File: config.mk
export PLATFORM = sky130hd
export DESIGN_NAME = set_of_stacks_engine
export DESIGN_NICKNAME = d
export VERILOG_FILES = /design/src/hw/rtl/sose_pkg.sv /design/src/hw/rtl/set_of_stacks_engine.sv
export SDC_FILE = /design/constraint.sdc
export NUM_CORES = 2
export LEC_CHECK = 0
export BUFFER_PORTS_ARGS = -buffer_cell sky130_fd_sc_hd__buf_2
export CAP_MARGIN = 20
export CORE_ASPECT_RATIO = 0.6
export CORE_MARGIN = 3
export CORE_UTILIZATION = 25
export CTS_BUF_LIST = sky130_fd_sc_hd__clkbuf_16
export DETAILED_ROUTE_END_ITERATION = 16
export HOLD_SLACK_MARGIN = 0.1
export SETUP_SLACK_MARGIN = 0.3
export SYNTH_ARGS = -nofsm -noshare
export SYNTH_HDL_FRONTEND = slang
export SYNTH_SLANG_ARGS = --single-unit
File: constraint.sdc
create_clock -name clk -period 9.75 [get_ports clk]
set_input_delay 1.95 -clock clk [delete_from_list [all_inputs] [get_ports clk]]
set_output_delay 1.95 -clock clk [all_outputs]
set_load 0.03 [all_outputs]
File: src/hw/rtl/sose_pkg.sv
// ----------------------------------------------------------------------------
// sose_pkg
// Opcodes and result status codes shared by the set-of-stacks engine.
// ----------------------------------------------------------------------------
package sose_pkg;

    typedef enum logic [1:0] {
        OP_PUSH    = 2'd0,
        OP_POP     = 2'd1,
        OP_POP_AT  = 2'd2,
        OP_PEEK    = 2'd3
    } opcode_t;

    typedef enum logic [1:0] {
        ST_OK        = 2'd0,
        ST_OVERFLOW  = 2'd1,
        ST_UNDERFLOW = 2'd2,
        ST_INVALID   = 2'd3
    } status_t;

endpackage

File: src/hw/rtl/set_of_stacks_engine.sv
// ----------------------------------------------------------------------------
// set_of_stacks_engine
// Array of bounded stacks acting as one large stack, with push, pop,
// pop from a numbered stack and peek.
// ----------------------------------------------------------------------------
// The engine takes one beat per clock cycle while the result side does not stall,
// and returns one result beat for each, passing through the input register and
// then the result register. All words live in one memory with a single write port
// and a single registered read port; a push writes it and a pop or peek reads
// it in the same cycle the per-stack fill counters and current-stack pointer
// are updated, so a beat sees everything left by the beat before it. Stalls
// on the result side hold the result and then the input register.
module set_of_stacks_engine #(
    parameter int NUM_STACKS  = 8,
    parameter int STACK_DEPTH = 8
) (
    input  logic               clk,
    input  logic               rst_n,

    input  logic               in_valid,
    output logic               in_stall,
    input  logic [1:0]         opcode,
    input  logic signed [31:0] push_value,
    input  logic [3:0]         stack_number,

    output logic               out_valid,
    input  logic               out_stall,
    output logic signed [31:0] read_value,
    output logic [1:0]         status,
    output logic               is_empty,
    output logic               is_full
);

    localparam int SW    = (NUM_STACKS > 1) ? $clog2(NUM_STACKS) : 1;
    localparam int CW    = $clog2(STACK_DEPTH + 1);
    localparam int WORDS = NUM_STACKS * STACK_DEPTH;
    localparam int AW    = $clog2(WORDS);
    localparam int NW    = (SW + 1 > 5) ? SW + 1 : 5;

    localparam logic [SW-1:0] LAST_STACK = SW'(NUM_STACKS - 1);
    localparam logic [CW-1:0] FULL_CNT   = CW'(STACK_DEPTH);
    localparam logic [NW-1:0] NUM_LIMIT  = NW'(NUM_STACKS);

    // Input register
    logic                in_vld_reg;
    sose_pkg::opcode_t   op_reg;
    logic signed [31:0]  val_reg;
    logic [3:0]          num_reg;

    // Engine state
    logic [CW-1:0]       fill_reg [NUM_STACKS];
    logic [SW-1:0]       cur_reg;
    logic [SW-1:0]       cur_next;
    logic signed [31:0]  mem [WORDS];

    // Result register
    logic                out_vld_reg;
    logic signed [31:0]  rd_data_reg;
    logic                rd_ok_reg;
    sose_pkg::status_t   st_reg;
    logic                empty_reg;
    logic                full_reg;

    logic                adv;
    logic                go;

    // Step logic
    logic [CW-1:0]       f_cur;
    logic                all_empty;
    logic                all_full;
    logic [SW-1:0]       s_sel;
    logic [CW-1:0]       f_sel;
    logic [NW-1:0]       num_w;
    logic [NW-1:0]       cur_p1;
    sose_pkg::status_t   st_next;
    logic                rd_ok_next;
    logic                wr_en;
    logic                cnt_upd;
    logic [CW-1:0]       cnt_new;
    logic [CW-1:0]       pos;
    logic [AW-1:0]       addr;
    logic [CW-1:0]       f0_next;
    logic [CW-1:0]       fl_next;

    // Advance when the result register is free or being taken
    assign adv      = !out_vld_reg || !out_stall;
    assign go       = in_vld_reg && adv;
    assign in_stall = in_vld_reg && !adv;

    // Decode the operation against the current state
    always_comb
    begin
        f_cur      = fill_reg[cur_reg];
        all_empty  = (cur_reg == '0) && (f_cur == '0);
        all_full   = (cur_reg == LAST_STACK) && (f_cur == FULL_CNT);
        num_w      = NW'(num_reg);
        cur_p1     = NW'(cur_reg) + NW'(1);
        s_sel      = cur_reg;
        cur_next   = cur_reg;
        st_next    = sose_pkg::ST_OK;
        rd_ok_next = 1'b0;
        wr_en      = 1'b0;
        cnt_upd    = 1'b0;

        case (op_reg)
            sose_pkg::OP_PUSH:
            begin
                if (f_cur >= FULL_CNT)
                begin
                    s_sel = cur_reg + SW'(1);
                end
            end
            sose_pkg::OP_POP, sose_pkg::OP_PEEK:
            begin
                if (f_cur == '0)
                begin
                    s_sel = cur_reg - SW'(1);
                end
            end
            sose_pkg::OP_POP_AT:
            begin
                s_sel = SW'(num_w - NW'(1));
            end
            default:
            begin
                s_sel = cur_reg;
            end
        endcase

        f_sel = fill_reg[s_sel];

        case (op_reg)
            sose_pkg::OP_PUSH:
            begin
                if (all_full)
                begin
                    st_next = sose_pkg::ST_OVERFLOW;
                end
                else
                begin
                    cur_next = s_sel;
                    wr_en    = 1'b1;
                    cnt_upd  = 1'b1;
                end
            end
            sose_pkg::OP_POP:
            begin
                if (all_empty)
                begin
                    st_next = sose_pkg::ST_UNDERFLOW;
                end
                else
                begin
                    cur_next = s_sel;
                    if (f_sel == '0)
                    begin
                        st_next = sose_pkg::ST_UNDERFLOW;
                    end
                    else
                    begin
                        rd_ok_next = 1'b1;
                        cnt_upd    = 1'b1;
                    end
                end
            end
            sose_pkg::OP_POP_AT:
            begin
                if (num_w == '0 || num_w > cur_p1 || num_w > NUM_LIMIT)
                begin
                    st_next = sose_pkg::ST_INVALID;
                end
                else if (f_sel == '0)
                begin
                    st_next = sose_pkg::ST_UNDERFLOW;
                end
                else
                begin
                    rd_ok_next = 1'b1;
                    cnt_upd    = 1'b1;
                end
            end
            sose_pkg::OP_PEEK:
            begin
                if (all_empty || f_sel == '0)
                begin
                    st_next = sose_pkg::ST_UNDERFLOW;
                end
                else
                begin
                    rd_ok_next = 1'b1;
                end
            end
            default:
            begin
                st_next = sose_pkg::ST_OK;
            end
        endcase

        // Push fills the next free slot, reads take the top slot
        cnt_new = wr_en ? (f_sel + CW'(1)) : (f_sel - CW'(1));
        pos     = wr_en ? f_sel : (f_sel - CW'(1));
        addr    = AW'(s_sel) * AW'(STACK_DEPTH) + AW'(pos);

        // Fill counts of the first and last stacks after the step
        f0_next = (cnt_upd && s_sel == '0) ? cnt_new : fill_reg[0];
        fl_next = (cnt_upd && s_sel == LAST_STACK) ? cnt_new : fill_reg[NUM_STACKS-1];
    end

    // Capture an input beat
    always_ff @(posedge clk or negedge rst_n)
    begin
        if (!rst_n)
        begin
            in_vld_reg <= 1'b0;
        end
        else if (in_valid && !in_stall)
        begin
            in_vld_reg <= 1'b1;
        end
        else if (adv)
        begin
            in_vld_reg <= 1'b0;
        end
    end

    always_ff @(posedge clk)
    begin
        if (in_valid && !in_stall)
        begin
            op_reg  <= sose_pkg::opcode_t'(opcode);
            val_reg <= push_value;
            num_reg <= stack_number;
        end
    end

    // Update fill counts and current stack
    always_ff @(posedge clk or negedge rst_n)
    begin
        if (!rst_n)
        begin
            for (int i = 0; i < NUM_STACKS; i++)
            begin
                fill_reg[i] <= '0;
            end
            cur_reg <= '0;
        end
        else if (go)
        begin
            if (cnt_upd)
            begin
                fill_reg[s_sel] <= cnt_new;
            end
            cur_reg <= cur_next;
        end
    end

    // Word storage: write on push, registered read for pop and peek
    always_ff @(posedge clk)
    begin
        if (go)
        begin
            if (wr_en)
            begin
                mem[addr] <= val_reg;
            end
            rd_data_reg <= mem[addr];
        end
    end

    // Hold the result until it is taken
    always_ff @(posedge clk or negedge rst_n)
    begin
        if (!rst_n)
        begin
            out_vld_reg <= 1'b0;
        end
        else if (adv)
        begin
            out_vld_reg <= in_vld_reg;
        end
    end

    always_ff @(posedge clk)
    begin
        if (go)
        begin
            rd_ok_reg <= rd_ok_next;
            st_reg    <= st_next;
            empty_reg <= (cur_next == '0) && (f0_next == '0);
            full_reg  <= (cur_next == LAST_STACK) && (fl_next == FULL_CNT);
        end
    end

    assign out_valid  = out_vld_reg;
    assign read_value = rd_ok_reg ? rd_data_reg : 32'sd0;
    assign status     = st_reg;
    assign is_empty   = empty_reg;
    assign is_full    = full_reg;

endmodule

==> results.cfg <==
[routing]
viasPerCell = 5.214
drcViolationCount = 0
wire_per_inst_um = 29.07
final_antenna_net_count = 0
dr_total_vias = 52685
drt_iter0_markers = 9413
first_pass_iters = 7
wirelength_um = 293700

[clock_tree]
clock_latency_ns = 0.90
clock_sinks = 2160
cts-buffers-inserted = 187
path_clk_slew_ns = 0.07
cts_tree = yes
ctsHoldBuffers = 0
clock-root-buffer = clkbuf_16
htreeDepth = 4
postCtsSetupBuffers = 0
cts_resized = 0
clock_path_buffers = 4

[setup_path]
startpoint_type = register
end_kind = register
crit_top_cell = o22ai_1
slowest_delay_ns = 0.83
crit_fanout = 20
crit_arrival_ns = 9.59
cp_num_buf_inv = 4
crit_required_ns = 10.36
crit_chain = nor3b_1 > o22ai_1 > a221o_1 > o31a_1 > nor3_2 > buf_4 > inv_2 > mux2i_1 > o22ai_1 > nor2_1 > inv_2 > nor4_1 > xor2_1 > ha_1 > ha_1 > nor3_2 > nand2_2 > buf_4 > o22ai_1 > nor4_1 > o221ai_1 > or3_1
cp_top_family = simple AND/OR/NAND/NOR gates
critPathSlowestCell = ha_1
rrSetupSlack_ns = 0.77
critPathKind = reg2reg
rr_startpoint = cur_reg[0]
r2r-end = rd_data_reg[5]
rr_worst_depth = 22

[finish]
layout_common_cells = 2123 x edfxtp_1, 619 x nand2_1, 542 x mux2i_1
multiInputGateArea_um2 = 18600
largest-register = mem
nFillCells = 32877
drive_above_1_share = 0.1387
area_growth_pct = 16.40
final_util = 0.2932
seq_area_um2 = 64680
nNetsFinal = 5538
fin_area_um2 = 97840
final_common_cell = edfxtp_1
largest_reg_flops = 2048
final_cells = 10104

[placement]
place.gp.congestion = 0.9287
placed_area_um2 = 91920
dp.cells = 9770
placement.io_buffers = 79
dpl.hpwl_um = 189900

[sta]
hold_viol_final = 0
relSlewSlack = 0.1068
worstMarginPinSlew_ns = 1.336
setup_tns_ns = 0
setup_viol = 0
period_minus_slack_ns = 8.982
finalCritPeriodShare = 0.9213
fmax_ghz = 0.1113
grt_setup_unrepaired = false
skew_ns = 0.07962
drv_slew = 0

[job]
drv_cap = 0

[grt]
grt_pass1_wl_um = 401300
grt_usage = 0.1647
antenna_found_initial = 14
grt.overflow.total = 0
grt_max_degree = 136
grt_pass1_vias = 48743

[logic_synthesis]
synth-compound-area-share = 0.07720
synth-warning-count = 0
synth_edf_count = 2123
netlist_area_um2 = 84050
synthArstFlopShare = 0.01713
avgSynthCellArea_um2 = 16.15
synth-simple-area-share = 0.06260
synth_mux_area_frac = 0.07111
synth_top_family_by_area = compound AO/OA/AOI/OAI gates
synth_nets = 5261
ys_seq_area_frac = 0.7695
ys_ff_latch = 2160
synthCells = 5206
synthFlopType = edfxtp_1
synth_xor_area_frac = 0.0008336
synthAdderAreaFrac = 0.001935
synth_cell_type_count = 80

[status]
status = finished clean

[floorplan]
start_util = 0.2519
rows = 164
die_area_um2 = 343400
die_w_um = 754.6
die_h_um = 455.1
ios = 80
core-area_um2 = 333700

[min_path]
hold_class = reg2reg
hp-start = in_vld_reg
hold_end = out_valid
whs_path_depth = 1
-- routing by layer --
layer	global-route usage	routed length, um
met1	0.2474	124400
met2	0.2223	115200
met3	0.05893	45780
met4	0.04051	8077
met5	0	233
-- kinds of logic after synthesis --
| logic type | Yosys count |
|---|---|
| multiplexers | 582 |
| AO/OA/AOI/OAI | 957 |
| flip-flops | 2160 |
| XOR/XNOR | 8 |
| buffers and inverters | 312 |
| AND/OR/NAND/NOR | 1174 |
| adder cells (fa/ha/maj) | 13 |
-- cells in the mapped netlist (53+ instances only) --
cell type | instances | area share
mux2i_1 | 542 | 0.065
nor2_1 | 175 | 0.0078
a22oi_1 | 99 | 0.0088
nand3_1 | 91 | 0.0054
o22ai_1 | 235 | 0.017
o21ai_0 | 53 | 0.0032
nor4_1 | 65 | 0.0048
clkbuf_1 | 146 | 0.0065
nand2_1 | 624 | 0.028
a21oi_1 | 218 | 0.013
buf_2 | 86 | 0.0051
edfxtp_1 | 2123 | 0.76
-- metrics by stage --
| stage | setup slack [ns] | hold WS, ns |
|---|---|---|
| after global placement | 1.098 | 0.4766 |
| final | 0.7678 | 0.5129 |
| after CTS | 1.175 | 0.5092 |
| after global routing | 0.4526 | 0.5358 |
| after floorplan | 2.538 | 0.4574 |
| after detailed placement | 1.192 | 0.4884 |
-- cell type report --
cell class,instances,area share
diodes,6,0.0001535
repair buffers,371,0.03100
flip-flops and latches,2160,0.6611
clock inverters,133,0.01093
well taps,4482,0.05732
inverters,29,0.001125
clock buffers,189,0.04834
multi-input cells,2734,0.1901
-- worst max-delay path by stage --
| stage | depth (start not counted) | slack, ns | startpoint | to |
|---|---|---|---|---|
| after floorplan | 21 | 2.54 | cur_reg[1] | mem[0][0] |
| after global placement | 23 | 1.10 | cur_reg[0] | rd_data_reg[9] |
| after detailed placement | 21 | 1.19 | cur_reg[0] | rd_data_reg[9] |
| after CTS | 19 | 1.17 | cur_reg[0] | mem[40][19] |
| after global routing | 23 | 0.45 | cur_reg[0] | rd_data_reg[5] |
| final | 22 | 0.77 | cur_reg[0] | rd_data_reg[5] |
Power is left out: the tool's default activity adds up to more than one toggle a clock period on the data nets, which glitch-free logic cannot reach.
